$ cat config.mk
export PLATFORM = sky130hd
export DESIGN_NAME = integer_to_ascii_radix
export DESIGN_NICKNAME = d
export VERILOG_FILES = /design/src/sv/itoa_pkg.sv /design/src/sv/itoa_seq.sv /design/src/sv/integer_to_ascii_radix.sv
export SDC_FILE = /design/constraint.sdc
export NUM_CORES = 1
export LEC_CHECK = 0
export ABC_AREA = 1
export CORE_MARGIN = 10
export CORE_UTILIZATION = 30
export DETAILED_ROUTE_END_ITERATION = 10
export DONT_BUFFER_PORTS = 1
export PLACE_DENSITY = 0.43
export RECOVER_POWER = 50
export SKIP_CTS_REPAIR_TIMING = 1
export SLEW_MARGIN = 20
export SYNTH_ARGS = -nofsm -noshare
export SYNTH_HDL_FRONTEND = slang
export SYNTH_SLANG_ARGS = --single-unit
export TNS_END_PERCENT = 10
$ cat constraint.sdc
create_clock -name clock -period 4.4 [get_ports clock]
set_input_delay 0.66 -clock clock [delete_from_list [all_inputs] [get_ports clock]]
set_output_delay 0.66 -clock clock [all_outputs]
set_load 0.03 [all_outputs]
$ cat src/sv/itoa_pkg.sv
// itoa_pkg: widths, character codes, microcode table and control structs
// for the integer to ascii radix converter; no dependencies
package itoa_pkg;

   localparam int MAX_DIGITS  = 32;
   localparam int STACK_DEPTH = (MAX_DIGITS > 32) ? MAX_DIGITS : 32;
   localparam int ND_W        = $clog2(STACK_DEPTH + 1);
   localparam int PAD_W       = $clog2(MAX_DIGITS + 1);

   localparam int WORD_W = 32;
   localparam int BIT_W  = $clog2(WORD_W);
   localparam int DIG_W  = 6;
   localparam int CHAR_W = 7;
   localparam int PC_W   = 3;

   localparam logic [CHAR_W-1:0] CHAR_ZERO  = 7'h30;
   localparam logic [CHAR_W-1:0] CHAR_A     = 7'h61;
   localparam logic [CHAR_W-1:0] CHAR_MINUS = 7'h2d;
   localparam logic [DIG_W-1:0]  RADIX_DEC  = 6'd10;
   localparam logic [DIG_W-1:0]  RADIX_MIN  = 6'd2;
   localparam logic [DIG_W-1:0]  RADIX_MAX  = 6'd36;

   localparam logic [PC_W-1:0] STEP_LOAD = 3'd0;
   localparam logic [PC_W-1:0] STEP_DIV  = 3'd1;
   localparam logic [PC_W-1:0] STEP_PUSH = 3'd2;
   localparam logic [PC_W-1:0] STEP_SIGN = 3'd3;
   localparam logic [PC_W-1:0] STEP_POP  = 3'd4;
   localparam logic [PC_W-1:0] STEP_DONE = 3'd5;

   typedef enum logic [2:0] {
      OP_NOP,
      OP_LOAD,
      OP_DIV,
      OP_PUSH,
      OP_SIGN,
      OP_POP
   } op_type;

   typedef enum logic [2:0] {
      COND_NEVER,
      COND_ALWAYS,
      COND_BIT_MORE,
      COND_DIGIT_MORE,
      COND_POP_MORE
   } cond_type;

   typedef struct packed {
      op_type           op;
      cond_type         cond;
      logic [PC_W-1:0]  target;
   } ucode_type;

   typedef struct packed {
      logic req_valid;
      logic out_free;
      logic neg;
      logic bit_more;
      logic digit_more;
      logic pop_more;
   } sts_type;

   typedef struct packed {
      op_type op;
      logic   fire;
   } ctl_type;

   function automatic ucode_type ucode_rom(input logic [PC_W-1:0] pc);
      ucode_type w;
      case (pc)
         STEP_LOAD: w = '{op: OP_LOAD, cond: COND_NEVER,      target: STEP_LOAD};
         STEP_DIV:  w = '{op: OP_DIV,  cond: COND_BIT_MORE,   target: STEP_DIV};
         STEP_PUSH: w = '{op: OP_PUSH, cond: COND_DIGIT_MORE, target: STEP_DIV};
         STEP_SIGN: w = '{op: OP_SIGN, cond: COND_NEVER,      target: STEP_LOAD};
         STEP_POP:  w = '{op: OP_POP,  cond: COND_POP_MORE,   target: STEP_POP};
         STEP_DONE: w = '{op: OP_NOP,  cond: COND_ALWAYS,     target: STEP_LOAD};
         default:   w = '{op: OP_NOP,  cond: COND_ALWAYS,     target: STEP_LOAD};
      endcase
      return w;
   endfunction

   function automatic logic [CHAR_W-1:0] digit_char(input logic [DIG_W-1:0] d);
      logic [CHAR_W-1:0] c;
      if (d < RADIX_DEC) begin
         c = CHAR_ZERO + {1'b0, d};
      end else begin
         c = CHAR_A + {1'b0, d} - {1'b0, RADIX_DEC};
      end
      return c;
   endfunction

endpackage

$ cat src/sv/itoa_seq.sv
// itoa_seq: step counter and microcode table of the converter
// depends on itoa_pkg (control word, status and control structs)
module itoa_seq (
   input  logic              clock,
   input  logic              reset,
   input  itoa_pkg::sts_type sts,
   output itoa_pkg::ctl_type ctl
);
   import itoa_pkg::*;

   logic [PC_W-1:0] pc_ff;
   logic [PC_W-1:0] pc_in;
   ucode_type       word;
   logic            go;
   logic            taken;

   assign word = ucode_rom(pc_ff);

   always_comb begin
      case (word.op)
         OP_LOAD: go = sts.req_valid;
         OP_SIGN: go = !sts.neg || sts.out_free;
         OP_POP:  go = sts.out_free;
         default: go = 1'b1;
      endcase
   end

   always_comb begin
      case (word.cond)
         COND_NEVER:      taken = 1'b0;
         COND_ALWAYS:     taken = 1'b1;
         COND_BIT_MORE:   taken = sts.bit_more;
         COND_DIGIT_MORE: taken = sts.digit_more;
         COND_POP_MORE:   taken = sts.pop_more;
         default:         taken = 1'b0;
      endcase
   end

   always_comb begin
      if (!go) begin
         pc_in = pc_ff;
      end else if (taken) begin
         pc_in = word.target;
      end else begin
         pc_in = pc_ff + 1'b1;
      end
   end

   always_ff @(posedge clock) begin
      if (reset) begin
         pc_ff <= STEP_LOAD;
      end else begin
         pc_ff <= pc_in;
      end
   end

   assign ctl.op   = word.op;
   assign ctl.fire = go;

`ifndef NO_ASSERTIONS
   a_pc_range: assert property (@(posedge clock) disable iff (reset)
      pc_ff <= STEP_DONE)
      else $error("step counter outside program");
   a_load_waits: assert property (@(posedge clock) disable iff (reset)
      (word.op == OP_LOAD && !sts.req_valid) |=> pc_ff == STEP_LOAD)
      else $error("sequencer left load without a beat");
   a_div_to_push: assert property (@(posedge clock) disable iff (reset)
      (word.op == OP_DIV && !sts.bit_more) |=> pc_ff == STEP_PUSH)
      else $error("division did not end in push");
`endif

endmodule

$ cat src/sv/integer_to_ascii_radix.sv
// integer_to_ascii_radix: top level, datapath of the radix converter
// depends on itoa_pkg and itoa_seq
//
// Converts one 32-bit value per request beat into ascii characters, most
// significant first, the final one flagged by rsp_last. A microcoded step
// counter drives a restoring divider that takes one quotient bit per cycle,
// so each digit costs 32 divide steps and a push onto the digit stack. With
// n digits an item runs through load, n digit rounds, an optional sign, one
// pop per character and one return step, and any response stall holds the
// sign and pop steps. A new request is taken only once the previous item's
// last character has entered the output register.
module integer_to_ascii_radix (
   input  logic                          clock,
   input  logic                          reset,
   input  logic                          req_valid,
   output logic                          req_stall,
   input  logic [itoa_pkg::WORD_W-1:0]   req_number,
   input  logic                          req_is_signed,
   input  logic [itoa_pkg::DIG_W-1:0]    req_base,
   input  logic [itoa_pkg::DIG_W-1:0]    req_min_digits,
   output logic                          rsp_valid,
   input  logic                          rsp_stall,
   output logic [itoa_pkg::CHAR_W-1:0]   rsp_character,
   output logic                          rsp_last
);
   import itoa_pkg::*;

   sts_type sts;
   ctl_type ctl;

   logic [DIG_W-1:0]  radix_ff, radix_in;
   logic [PAD_W-1:0]  pad_ff, pad_in;
   logic [WORD_W-1:0] quo_ff, quo_in;
   logic [DIG_W-1:0]  rem_ff, rem_in;
   logic [BIT_W-1:0]  bit_ff, bit_in;
   logic [ND_W-1:0]   nd_ff, nd_in;
   logic              neg_ff, neg_in;
   logic [DIG_W-1:0]  stack_ff [STACK_DEPTH];
   logic [DIG_W-1:0]  stack_in [STACK_DEPTH];

   logic              rsp_valid_ff, rsp_valid_in;
   logic [CHAR_W-1:0] rsp_char_ff, rsp_char_in;
   logic              rsp_last_ff, rsp_last_in;

   logic [DIG_W-1:0]  radix_clamp;
   logic              neg_load;
   logic [DIG_W:0]    trial;
   logic              qbit;
   logic [ND_W-1:0]   nd_next;
   logic              out_free;
   logic              emit;
   logic              fire_load, fire_div, fire_push, fire_sign, fire_pop;

   itoa_seq u_seq (
      .clock (clock),
      .reset (reset),
      .sts   (sts),
      .ctl   (ctl)
   );

   assign fire_load = ctl.fire && ctl.op == OP_LOAD;
   assign fire_div  = ctl.fire && ctl.op == OP_DIV;
   assign fire_push = ctl.fire && ctl.op == OP_PUSH;
   assign fire_sign = ctl.fire && ctl.op == OP_SIGN && neg_ff;
   assign fire_pop  = ctl.fire && ctl.op == OP_POP;

   assign req_stall = reset || ctl.op != OP_LOAD;
   assign out_free  = !rsp_valid_ff || !rsp_stall;
   assign emit      = fire_sign || fire_pop;

   // input clamping
   always_comb begin
      if (req_base < RADIX_MIN) begin
         radix_clamp = RADIX_MIN;
      end else if (req_base > RADIX_MAX) begin
         radix_clamp = RADIX_MAX;
      end else begin
         radix_clamp = req_base;
      end
   end

   assign neg_load = req_is_signed && radix_clamp == RADIX_DEC && req_number[WORD_W-1];

   // one restoring divide step
   assign trial   = {rem_ff, quo_ff[WORD_W-1]};
   assign qbit    = trial >= {1'b0, radix_ff};
   assign nd_next = nd_ff + 1'b1;

   assign sts.req_valid  = req_valid;
   assign sts.out_free   = out_free;
   assign sts.neg        = neg_ff;
   assign sts.bit_more   = bit_ff != '0;
   assign sts.digit_more = (quo_ff != '0 || nd_next < ND_W'(pad_ff))
                           && nd_next < ND_W'(STACK_DEPTH);
   assign sts.pop_more   = nd_ff != ND_W'(1);

   always_comb begin
      radix_in = radix_ff;
      pad_in   = pad_ff;
      quo_in   = quo_ff;
      rem_in   = rem_ff;
      bit_in   = bit_ff;
      nd_in    = nd_ff;
      neg_in   = neg_ff;
      stack_in = stack_ff;
      if (fire_load) begin
         radix_in = radix_clamp;
         if (int'(req_min_digits) > MAX_DIGITS) begin
            pad_in = PAD_W'(MAX_DIGITS);
         end else begin
            pad_in = PAD_W'(req_min_digits);
         end
         quo_in = neg_load ? (~req_number + 1'b1) : req_number;
         rem_in = '0;
         bit_in = BIT_W'(WORD_W - 1);
         nd_in  = '0;
         neg_in = neg_load;
      end
      if (fire_div) begin
         rem_in = qbit ? DIG_W'(trial - {1'b0, radix_ff}) : trial[DIG_W-1:0];
         quo_in = {quo_ff[WORD_W-2:0], qbit};
         bit_in = bit_ff - 1'b1;
      end
      if (fire_push) begin
         stack_in[0] = rem_ff;
         for (int i = 1; i < STACK_DEPTH; i++) begin
            stack_in[i] = stack_ff[i-1];
         end
         rem_in = '0;
         bit_in = BIT_W'(WORD_W - 1);
         nd_in  = nd_next;
      end
      if (fire_pop) begin
         for (int i = 0; i < STACK_DEPTH - 1; i++) begin
            stack_in[i] = stack_ff[i+1];
         end
         stack_in[STACK_DEPTH-1] = '0;
         nd_in = nd_ff - 1'b1;
      end
   end

   // output register
   always_comb begin
      rsp_char_in = rsp_char_ff;
      rsp_last_in = rsp_last_ff;
      if (emit) begin
         rsp_valid_in = 1'b1;
         if (fire_sign) begin
            rsp_char_in = CHAR_MINUS;
            rsp_last_in = 1'b0;
         end else begin
            rsp_char_in = digit_char(stack_ff[0]);
            rsp_last_in = nd_ff == ND_W'(1);
         end
      end else if (!rsp_stall) begin
         rsp_valid_in = 1'b0;
      end else begin
         rsp_valid_in = rsp_valid_ff;
      end
   end

   always_ff @(posedge clock) begin
      if (reset) begin
         nd_ff        <= '0;
         bit_ff       <= '0;
         neg_ff       <= 1'b0;
         rsp_valid_ff <= 1'b0;
      end else begin
         nd_ff        <= nd_in;
         bit_ff       <= bit_in;
         neg_ff       <= neg_in;
         rsp_valid_ff <= rsp_valid_in;
      end
   end

   always_ff @(posedge clock) begin
      radix_ff    <= radix_in;
      pad_ff      <= pad_in;
      quo_ff      <= quo_in;
      rem_ff      <= rem_in;
      stack_ff    <= stack_in;
      rsp_char_ff <= rsp_char_in;
      rsp_last_ff <= rsp_last_in;
   end

   assign rsp_valid     = rsp_valid_ff;
   assign rsp_character = rsp_char_ff;
   assign rsp_last      = rsp_last_ff;

`ifndef NO_ASSERTIONS
   a_accept_empty: assert property (@(posedge clock) disable iff (reset)
      (req_valid && !req_stall) |-> nd_ff == '0)
      else $error("request beat taken with digits pending");
   a_push_room: assert property (@(posedge clock) disable iff (reset)
      fire_push |-> nd_ff < ND_W'(STACK_DEPTH))
      else $error("digit stack overflow");
   a_pop_nonempty: assert property (@(posedge clock) disable iff (reset)
      fire_pop |-> nd_ff != '0)
      else $error("pop from empty digit stack");
   a_rem_below_radix: assert property (@(posedge clock) disable iff (reset)
      fire_div |-> rem_ff < radix_ff)
      else $error("partial remainder not below radix");
   a_last_empties: assert property (@(posedge clock) disable iff (reset)
      (emit && rsp_last_in) |=> nd_ff == '0)
      else $error("last beat left digits on the stack");
`endif

endmodule

# Yosys cells after proc, flatten, opt, wreduce, memory -nomap -nowiden

Index checks and enable logic that the tools add are counted.

Bits in registers: 266
Output and inout port bits: 10
Word-level logic and storage cells: 124
Bits of input ports: 49

Bitwise gates (word level): 1
Add/subtract/negate cells: 9
Reduce and logical (&&, ||, !) cells: 24
$lt $le $gt $ge: 7
Mux-type cells: 22
Eq/ne operators: 18

Operator list:

| operator                                                   | number |
|---|---|
| two-way mux 192 bit                                        | 2 |
| two-way mux 32 bit                                         | 3 |
| case mux 9 bit (5 select lines)                            | 1 |
| two-way mux 6 bit                                          | 7 |
| adder 32 x 1 -> 32 bit, second input constant              | 1 |
| inverter 32 bit                                            | 1 |
| nonzero test 32 bit                                        | 1 |
| == test 3 x 2 -> 1 bit, second input constant              | 6 |
| two-way mux 5 bit                                          | 3 |
| == test 3 bit, second input constant                       | 4 |
| greater-than comparator 6 bit, second input constant       | 2 |
| == test 3 x 1 -> 1 bit, second input constant              | 3 |
| logical AND 1 bit                                          | 9 |
| adder 6 x 6 -> 7 bit, first input constant                 | 1 |
| adder 7 x 6 -> 7 bit, first input constant                 | 1 |
| >= comparator 7 x 6 -> 1 bit                               | 1 |
| two-way mux 7 bit                                          | 1 |
| subtractor 7 x 4 -> 7 bit, second input constant           | 1 |
| adder 6 x 1 -> 6 bit, second input constant                | 1 |
| == test 6 x 1 -> 1 bit, second input constant              | 1 |
| == test 6 x 4 -> 1 bit, second input constant              | 1 |
| less-than comparator 6 x 2 -> 1 bit, second input constant | 1 |
| less-than comparator 6 x 4 -> 1 bit, second input constant | 1 |
| less-than comparator 6 bit                                 | 1 |
| other kinds (18)                                           | 27 |

# Logic depth before layout (Yosys ltp)

Gate-level depths: netlist of the first run.

Word-level depth: 9
Mapped depth: 18

# Modules after synthesis

From an unflattened synthesis of the first run, not the netlist that was laid out.

Cell total of the unflattened synthesis: 1370
Area total of the unflattened synthesis: 13182.6 um2

Modules (own cells, without submodules):

| module                 | cells an instance | sequential area each (um2) | area each (um2) | times used |
|---|---|---|---|---|
| integer_to_ascii_radix | 1308              | 7647.3                     | 12797.3         | 1 |
| itoa_seq               | 62                | 60.1                       | 385.4           | 1 |

# Worst setup path after synthesis of the first run

No wires, ideal clock.

Kind: reg2reg
Start: reg u_seq.pc_ff[0]
End: reg stack_ff[100] (netlist bit) (enable)
Stages on the path, launching flop included: 10
Path slack: 0.416 ns
Path buffers: 0
Required time: 3.941 ns
Arrival time: 3.525 ns
Library setup time: 0.459 ns
Cell sequence: dfxtp_1 > inv_1 > ha_1 > o21ai_2 > nand2_2 > nor2_1 > o21ai_2 > nand3_4 > o21ai_2 > inv_2

Longest elaborated chain between the ends: 6
Elaborated cells on any way between the ends: 14
Classes of those cells: 8 x eq/ne; 2 x mux; 4 x reduce/logical

Ends and longest elaborated chain:

| what                                  | RTL line                                                   | RTL |
|---|---|---|
| from (decl)                           | itoa_seq.sv:11                                             | `logic [PC_W-1:0] pc_ff;` |
| from (signal assigned)                | itoa_seq.sv:53                                             | `pc_ff <= pc_in;` |
| == test 3 bit (tied with other cells) | itoa_pkg.sv:69                                             | `case (pc)` |
| case mux 9 bit (5 select lines) *     | itoa_pkg.sv:69                                             |  |
| == test 3 bit (tied with other cells) | itoa_seq.sv:20, integer_to_ascii_radix.sv:65               |  |
| case mux 1 bit (3 select lines)       | itoa_seq.sv:20                                             | `case (word.op)` |
| logical AND 1 bit (on tied branches)  | integer_to_ascii_radix.sv:63, integer_to_ascii_radix.sv:65 |  |
| nonzero test 2 bit (no line) *        | n/a                                                        |  |
| to (signal assigned)                  | integer_to_ascii_radix.sv:181                              | `stack_ff <= stack_in;` |
| to (decl)                             | integer_to_ascii_radix.sv:38                               | `logic [DIG_W-1:0] stack_ff [STACK_DEPTH];` |

Every way passes the cells marked *; elsewhere a longest branch is shown, timed or not.
A chain may end at the register's enable or synchronous reset.

==> summary.md, run 1 <==
| Metric | Value |
|---|---|
| Power Dens Cells | 722.3 mW/mm² |
| Clock power frac | 24.0% |
| Clock sinks | between 200 and 300 |
| Die area | 0.05350 mm² |
| Cell Chain, Critical Path | inv_1, ha_1, nand2_1, nand2_1, nand2_1, nor2_1, o21ai_0, nand3_4, nand2_8, buf_12, o22ai_1 |
| DR iter-0 viols | 722 |
| WL/cell | 14.73 µm |
| Largest net degree at the start of global routing | 190 |
| Uppermost layer routed | met4 |
| Hpwl dp | 19070 µm |
| NetSw | approximately 3.9 mW |
| Share of cells above drive strength 1 | 4.812% |
| Final clock skew | approximately 12 ps |
| Core Region | 0.04422 mm² |
| Slowest stage delay, CP | 630 ps |
| Register bit total from synthesis | 266 |
| Post-synthesis sequential area ratio | 57.54% |
| Synth-to-Final Area Change | 11.93% |
| WL met2 | approximately 14000 µm |
| Crit Path Class | reg2reg |
| Crit path max-delay cell type | nand2_8 |
| RSZ-0062 raised after global routing | no |
| Internal | slightly below 7 mW |
| Sw frac | a little over a third |
| Slew HR | 45.03% |
| Clk_lat worst skew | 560 ps |
| Slew @ Worst Pin | 824.6 ps |
| Mapped Cells | 1429 |
| Period utilization | 77.41% |
| Finished Layout Cells | 2026 |
| Most frequent cells in the layout | inv_1 (285), nand2_1 (261), edfxtp_1 (238) |
| Clock transition at the registers of the reported paths | 60 ps |
| WL met1 | roughly 14000 µm |
| Top delay family on crit path | simple AND/OR/NAND/NOR gates |
| CTS Buffer Depth | 3 |
| Status | finished, final reports clean |
| CTS Root Buffer Type | clkbuf_16 |
| # diodes | 0 |
| GRT overflow | 0 |
| Post-synthesis area per instance | ~9.4 µm² |
| Gr usage total | 10.84% |
| Flop pwr share | 43.9% |
| Final wirelength | between 20000 and 30000 µm |
| First-pass GRT wire length | 48800 µm |
| Synth warnings | 0 |
| Number of global-route vias before repair | 9368 |
| Power, Total | approximately 11 mW |
| Setup-failing EPs final | 0 |
| Starting Density | 30.29% |
| Nature of the critical path startpoint | flip-flop |
| Die Wd | 231.3 µm |
| Post-layout minimum cycle time | 3406 ps |
| CTS tree | built |
| Logic pwr share | 32.1% |
| DP Cell Count | 1969 |
| Routed wl met3 | around 1300 µm |
| Total number of vias | 9472 |
| Cell variety after synth | 33 |
| Cell leakage power | 6.146 nW |
| Site row count | a little under 80 |
| Die H | 231.3 µm |
| Max frequency | around 300 MHz |
| Residual DRC count | 0 |
| Initial antenna violation count | 0 |
| Average via count per standard cell | 4.675 |
| Final hold violations | 0 |
| WP buf/inv | 2 |
| Top cell type's share of synthesized area | 53.35% |
| PortBufs | 0 |
| Syn nets | ~1500 |
| Inserted Clock Buffers | 30 |
| Fin nets | between 1000 and 1500 |
| Commonest non-fill, non-tap cell in the layout | inv_1 |
| CP dominant cell by count | nand2_1 |
| Drt pass-1 iters | 5 |
| Sum Neg Setup Slack | 0 ps |
| Max FO, Critical Path | 122 |
| Worst IR Drop VDD | 0.3040 mV |
| Largest cells by area after synthesis | edfxtp_1 (53%), o22ai_1 (8.9%), inv_1 (8.0%) |
| Gpl congestion | 0.8394 |
| Core Util, Final | 33.90% |
| Hold/Removal Path Class | in2reg |
| Dominant cell type by area after synthesis | edfxtp_1 |
| Data arrival, critical path | 3670 ps |
| Mapped Area | 0.01340 mm² |
| Max_cap viols | 0 |
| Final antenna-violating net count | 0 |
| CP endpoint kind | flip-flop |
| H-tree levels | 1 |
| Top-Level Pins | just under 60 |
| Req. time, crit path | ~4700 ps |
| Slew Limit Fails | 0 |
## final timing paths
check | startpoint | endpoint | slack [ps] | cells past startpoint
worst max register to register | u_seq.pc_ff[0] | stack_ff[48] | 990 | 11
worst max-delay path | u_seq.pc_ff[0] | stack_ff[48] | 990 | 11
worst min register to register | stack_ff[2] | stack_ff[2] | 470 | 2
worst min-delay path | reset | nd_ff[1] | 170 | 1
## power groups by stage
stage | clock, mW | combinational, mW | sequential, mW
3_5_place_dp | 0 | 3.52 | 4.81
6_report | 2.60 | 3.48 | 4.75
2_1_floorplan | 0 | 2.67 | 4.78
5_1_grt | 2.78 | 3.97 | 4.87
3_3_place_gp | 0 | 3.49 | 4.79
4_1_cts | 2.69 | 3.52 | 4.77
## final cells by class
cell class	count	area [µm²]
Multi-Input combinational cell	810	4289
Clock buffer	46	862.1
Clock inverter	10	161.4
Fill cell	4517	29230
Timing Repair Buffer	13	142.6
Tap cell	592	740.7
Inverter	289	1090
Sequential cell	266	7707
## registers in the layout, summed over array words and instances (netlist names)
register and count:
stack_ff 192, quo_ff 32, rsp_character 7, nd_ff 6, pad_ff 6, radix_ff 6
rem_ff 6, bit_ff 5, u_seq.pc_ff 3, neg_ff 1, rsp_last 1, rsp_valid 1
## Yosys cell counts (all sizes together)
cell type and n:
edfxtp 238, o22ai 191, o211ai 2, clkbuf 18, buf 46, ha 25
nand3b 2, a21oi 26, o2111ai 1, inv 289, nor3 12, nand2 264
fa 1, xnor2 4, o31ai 1, a21boi 1, nand4 18, dfxtp 28
o21ai 42, and2 1, nor2 107, nand3 80, xor2 30, a21o 2
## metal layers
layer  up-vias  track usage, %
met5         -               0
met3        40           1.906
met2       146           17.18
li1       4800               -
met4         0           3.207
met1      4486           14.86
## through the flow
step | cell area, µm² | worst slack, ps | hold WS [ps]
2_1_floorplan | 13400 | 416.1 | 443.7
3_3_place_gp | 13960 | 1305 | 457.3
3_5_place_dp | 13960 | 1235 | 464.4
4_1_cts | 14980 | 1226 | 128.6
5_1_grt | 14990 | 628.7 | 140.5
6_report | 14990 | 993.8 | 165.1
## cell families after synthesis
logic type / Yosys count / synth area share [%]
buf+inv: 353 / 10.49
xor+xnor: 34 / 2.223
flops: 266 / 57.54
simple gates: 484 / 15.13
compound gates: 266 / 12.13
fa+ha+maj: 26 / 2.485
(Power assumes the default switching activity.)
==> run 2, diff against run 1 <==
==> constraint.sdc (replaced) <==
create_clock -name clock -period 3.4 [get_ports clock]
set_input_delay 0.51 -clock clock [delete_from_list [all_inputs] [get_ports clock]]
set_output_delay 0.51 -clock clock [all_outputs]
set_load 0.03 [all_outputs]
==> run 2 against run 1 <==
Compared with the run above: power is 28% higher; flip-flop and latch count stayed put; final cell count is 0.54% higher; non-clock buffer count is 9 higher; worst setup slack worse by 530 ps; final area is 0.28% higher; clock power is 19% higher; first-iteration DRC count is 11% lower; fmax is 16% higher.
==> summary.md, run 2 (same netlist as run 1, synthesis figures left out) <==
| Metric | Value |
|---|---|
| Gpl congestion | 0.8211 |
| Data arrival, critical path | about 3200 ps |
| Power Dens Cells | 920.1 mW/mm² |
| Share of cells above drive strength 1 | under 10% |
| Die area | 0.05350 mm² |
| WP buf/inv | 2 |
| Max frequency | ~340 MHz |
| Drt pass-1 iters | 7 |
| Max reg flops | 192 |
| Commonest non-fill, non-tap cell in the layout | inv_1 |
| CTS Buffer Depth | 3 |
| Largest net degree at the start of global routing | 71 |
| Req. time, crit path | 3680 ps |
| Top-Level Pins | 59 |
| H-tree levels | 1 |
| Initial antenna violation count | 0 |
| Gr usage total | between 10% and 20% |
| Inserted Clock Buffers | 31 |
| Total number of vias | about 9500 |
| GRT overflow | 0 |
| CP dominant cell by count | nand2_1 |
| Number of global-route vias before repair | a little over 9000 |
| Final antenna-violating net count | 0 |
| Slew @ Worst Pin | roughly 760 ps |
| CTS tree | built |
| DR iter-0 viols | 639 |
| Power, Total | 13.83 mW |
| Final clock skew | 11.21 ps |
| Setup-failing EPs final | 0 |
| # diodes | 0 |
| Residual DRC count | 0 |
| Clock transition at the registers of the reported paths | about 60 ps |
| Site row count | 77 |
| Filler cells | 4568 |
| Post-layout minimum cycle time | 2940 ps |
| Fin nets | 1495 |
| First-pass GRT wire length | about 49000 µm |
| Cell Chain, Critical Path | inv_1, ha_1, nand2_1, nand2_1, nand2_1, nor2_1, o21ai_2, nand3_4, nand2_8, buf_4, o22ai_1 |
| CP endpoint kind | flip-flop |
| Die H | about 230 µm |
| Hold/Removal Path Class | in2reg |
| Clock sinks | 266 |
| Hpwl dp | 20140 µm |
| CTS Root Buffer Type | clkbuf_16 |
| Final hold violations | 0 |
| RR Startpoint | u_seq.pc_ff[0] |
| Starting Density | between 30% and 40% |
| Final worst slack | between 400 and 500 ps |
| Worst IR Drop VDD | 0.4622 mV |
| Max_cap viols | 0 |
| Crit path max-delay cell type | nand2_8 |
| Die Wd | 231.3 µm |
| Sum Neg Setup Slack | 0 ps |
| Period utilization | 86.48% |
| RSZ-0062 raised after global routing | no |
| PortBufs | 0 |
| Crit Path Class | reg2reg |
| Cell leakage power | about 6.2 nW |
| Slew Limit Fails | 0 |
| Place WS | about 550 ps |
| HP Start | req_min_digits[5] |
| Core Region | 0.04422 mm² |
| Crit. Startpoint | u_seq.pc_ff[0] |
| Slowest stage delay, CP | 420 ps |
| Register name with the most flops | stack_ff |
| Synth-to-Final Area Change | 12.24% |
| Final wirelength | 29850 µm |
| Max FO, Critical Path | 63 |
| Average via count per standard cell | around 4.7 |
| Status | finished, final reports clean |
| WL/cell | 14.65 µm |
| Top delay family on crit path | simple AND/OR/NAND/NOR gates |
| Most frequent cells in the layout | inv_1 (285), nand2_1 (260), edfxtp_1 (238) |
| Nature of the critical path startpoint | flip-flop |
| Slew HR | 49.53% |
| Clk_lat worst skew | 560 ps |
[run 2: cell count changes in the layout (fill, tap and decap cells not counted), sizes merged]
cell	change
buf	+8
clkinvlp	+1
clkbuf	+1
dlygate4sd3	+1
clkinv	+4
bufinv	-4
[run 2: path summary, 6_finish.rpt]
| path | end | slack [ps] | cells after the start |
|---|---|---|---|
| worst max-delay path | stack_ff[29] | 460 | 11 |
| worst min-delay path | pad_ff[5] | 50 | 0 |
| worst max register to register | stack_ff[29] | 460 | 11 |
| worst min register to register | stack_ff[0] | 470 | 2 |
[run 2: per-stage QoR]
step           instances  hold WS [ps]  area (µm²)  util [%]
2_1_floorplan       1429         443.7       13400         -
3_3_place_gp        1978         458.4       14090     31.85
3_5_place_dp        1978         465.0       14090     31.85
4_1_cts             2036        -25.34       15030     33.99
5_1_grt             2037         21.98       15030     34.00
6_report            2037         50.62       15030     34.00
[run 2: routing by layer]
metal	share of wire (%)	up-vias	GRT usage, %
li1	-	4822	-
met1	47	4513	14.33
met2	47	151	17.84
met3	4.0	41	2.040
met4	2.0	0	2.816
met5	0	-	0
[run 2: power by group]
group          internal, mW  switching [mW]
clock                  1.77            1.33
combinational          1.38            3.21
sequential             5.65           0.496
total                  8.80            5.03
[run 2: final cells by class]
| cell class | instances | area, µm² | share of cell area (%) |
|---|---|---|---|
| Sequential cell | 266 | 7707 | 51.27 |
| Clock buffer | 47 | 875.8 | 5.826 |
| Clock inverter | 11 | 70.07 | 0.4660 |
| Timing Repair Buffer | 22 | 255.2 | 1.698 |
| Inverter | 289 | 1090 | 7.249 |
| Multi-Input combinational cell | 810 | 4295 | 28.57 |
| Tap cell | 592 | 740.7 | 4.927 |
==> run 3, diff against run 2 <==
--- a/config.mk
+++ b/config.mk
@@ -7,10 +7,10 @@
 export LEC_CHECK = 0
 export ABC_AREA = 1
 export CORE_MARGIN = 10
-export CORE_UTILIZATION = 30
+export CORE_UTILIZATION = 55
 export DETAILED_ROUTE_END_ITERATION = 10
 export DONT_BUFFER_PORTS = 1
-export PLACE_DENSITY = 0.43
+export PLACE_DENSITY = 0.69
 export RECOVER_POWER = 50
 export SKIP_CTS_REPAIR_TIMING = 1
 export SLEW_MARGIN = 20
==> constraint.sdc (replaced) <==
create_clock -name clock -period 3.65 [get_ports clock]
set_input_delay 0.5475 -clock clock [delete_from_list [all_inputs] [get_ports clock]]
set_output_delay 0.5475 -clock clock [all_outputs]
set_load 0.03 [all_outputs]
==> run 3 against run 2 <==
Compared with the run above: final cell count down 14%; fmax down 6.4%; flip-flop and latch count unchanged; clock skew down 4.5 ps; clock-buffer cell count down 6; global-route usage up 5.6 points; core utilization up 26 points; highest routed layer unchanged; largest power group unchanged; final area down 3.1%; clock power down 11%; die area down 42%; routed wire length down 13%; register-to-register slack better by 50 ps.
==> summary.md, run 3 (same netlist as run 1, synthesis figures left out) <==
| Metric | Value |
|---|---|
| Status | finished, final reports clean |
| Clock transition at the registers of the reported paths | 60 ps |
| Gr usage total | 16.48% |
| Total number of vias | 9458 |
| Inserted Clock Buffers | 29 |
| Placed Area | 0.01367 mm² |
| Number of global-route vias before repair | 9093 |
| Die area | 0.03100 mm² |
| Sum Neg Setup Slack | 0 ps |
| Nature of the critical path startpoint | flip-flop |
| Starting Density | 55.41% |
| Core Region | 0.02418 mm² |
| Clk_lat worst skew | 540 ps |
| DR iter-0 viols | around 790 |
| Synth-to-Final Area Change | 8.724% |
| Die Wd | 176.1 µm |
| Power Dens Cells | 866.9 mW/mm² |
| WL/cell | between 10 and 15 µm |
| Max FO, Critical Path | 110 |
| Area of the multi-input gates | 0.004292 mm² |
| Reg2reg setup slack | between 500 and 600 ps |
| Slew @ Worst Pin | 1025 ps |
| Worst IR Drop VDD | 0.4438 mV |
| Filler cells | around 2000 |
| Internal | 8.130 mW |
| Die H | 176.1 µm |
| Register name with the most flops | stack_ff |
| Max_cap viols | 0 |
| RSZ-0062 raised after global routing | no |
| Crit. Startpoint | u_seq.pc_ff[0] |
| Finished Layout Cells | 1757 |
| Logic pwr share | 32.9% |
| PortBufs | 0 |
| # diodes | 0 |
| Post-layout minimum cycle time | between 3000 and 4000 ps |
| Reg area | 0.007707 mm² |
| Cell leakage power | about 6 nW |
| Clock sinks | 266 |
| Period utilization | 86.07% |
| Top-Level Pins | between 50 and 60 |
| Drt pass-1 iters | 5 |
| Hold/Removal Path Class | in2reg |
| RR Startpoint | u_seq.pc_ff[0] |
| RR Endpoint | stack_ff[151] |
| Initial antenna violation count | 0 |
| NetSw | 4.496 mW |
| Critical Path Sink | stack_ff[151] |
| Max reg flops | around 190 |
| Flop pwr share | between 40% and 50% |
| Final hold violations | 0 |
| Residual DRC count | 0 |
| Crit Path Class | reg2reg |
| Clock power frac | 21.8% |
| Setup-failing EPs final | 0 |
| Slew HR | 31.51% |
| Commonest non-fill, non-tap cell in the layout | inv_1 |
| Site row count | 57 |
| CP endpoint kind | flip-flop |
| Reg2reg path depth | 11 |
| Final wirelength | 25970 µm |
| Final instance area | 0.01456 mm² |
| Largest net degree at the start of global routing | 111 |
| CTS tree | built |
| Most frequent cells in the layout | inv_1 (285), nand2_1 (260), edfxtp_1 (238) |
| First-pass GRT wire length | between 40000 and 50000 µm |
| Core Util, Final | 60.24% |
| Final clock skew | 6.722 ps |
| Gpl congestion | 0.9225 |
| CTS Buffer Depth | 3 |
| Req. time, crit path | approximately 3900 ps |
| GRT overflow | 0 |
| Final antenna-violating net count | 0 |
| Slew Limit Fails | 0 |
| Fin nets | 1485 |
| Hpwl dp | 17300 µm |
| H-tree levels | 1 |
| Data arrival, critical path | 3400 ps |
| CTS Root Buffer Type | clkbuf_16 |
| DP Cell Count | between 1500 and 2000 |
| Average via count per standard cell | 5.383 |
| Sw frac | 35.61% |
| Max frequency | around 320 MHz |
| Share of cells above drive strength 1 | 4.676% |
==> run 3: changes by cell type in the layout (fill, tap and decap cells not counted), sizes merged <==
cell,previous run,this run
clkinvlp,3,0
bufinv,0,1
dlygate4sd3,1,0
buf,21,14
clkbuf,47,41
clkinv,7,11
==> run 3: critical path, cell delays in order, from the launching register on <==
cell     delay [ps]
dfxtp_1         410
inv_1           130
ha_1            230
nand2_1         150
nand2_1         170
nand2_1         160
nor2_1           50
o21ai_0         160
nand3_4         320
nand2_8         550
buf_4           330
o22ai_1         110
==> run 3: cell type report <==
type | count | share of cell area, %
Inverter | 289 | 7.483
Clock buffer | 41 | 5.576
Multi-Input combinational cell | 810 | 29.47
Timing Repair Buffer | 14 | 1.151
Tap cell | 324 | 2.784
Clock inverter | 13 | 0.6186
Sequential cell | 266 | 52.92
==> run 3: worst min-delay path by stage <==
stage	from	slack, ps	to	depth (start not counted)
4_1_cts	reset	60	rsp_valid	1
5_1_grt	reset	50	nd_ff[1]	1
2_1_floorplan	bit_ff[4]	440	bit_ff[4]	2
6_report	reset	70	nd_ff[1]	1
3_5_place_dp	stack_ff[2]	460	stack_ff[2]	2
3_3_place_gp	stack_ff[0]	460	stack_ff[0]	2
==> run 3: per-stage QoR <==
step | hold WS (ps) | power (mW) | setup slack, ps
floorplan | 443.7 | 8.937 | 511.5
global route | 53.96 | 13.51 | 218.4
finish | 71.48 | 12.63 | 508.3
CTS | 55.86 | 12.74 | 692.1
detailed placement | 464.3 | 9.946 | 705.0
global placement | 459.9 | 9.800 | 808.4
==> run 3: layer usage <==
| layer | GRT usage (%) | up-vias | part of all wire, % |
|---|---|---|---|
| met3 | 3.076 | 32 | 5.8 |
| li1 | - | 4815 | - |
| met4 | 3.780 | 0 | 1.4 |
| met1 | 23.75 | 4409 | 47 |
| met2 | 25.33 | 202 | 45 |
| met5 | 0 | - | 0 |
==> run 3: power by group through the flow <==
stage          Combinational (mW)  Sequential, mW  Clock [mW]
2_1_floorplan                3.23            5.71           0
3_3_place_gp                 4.06            5.74           0
3_5_place_dp                 4.16            5.78           0
4_1_cts                      4.18            5.73        2.82
5_1_grt                      4.72            5.87        2.93
6_report                     4.15            5.73        2.75
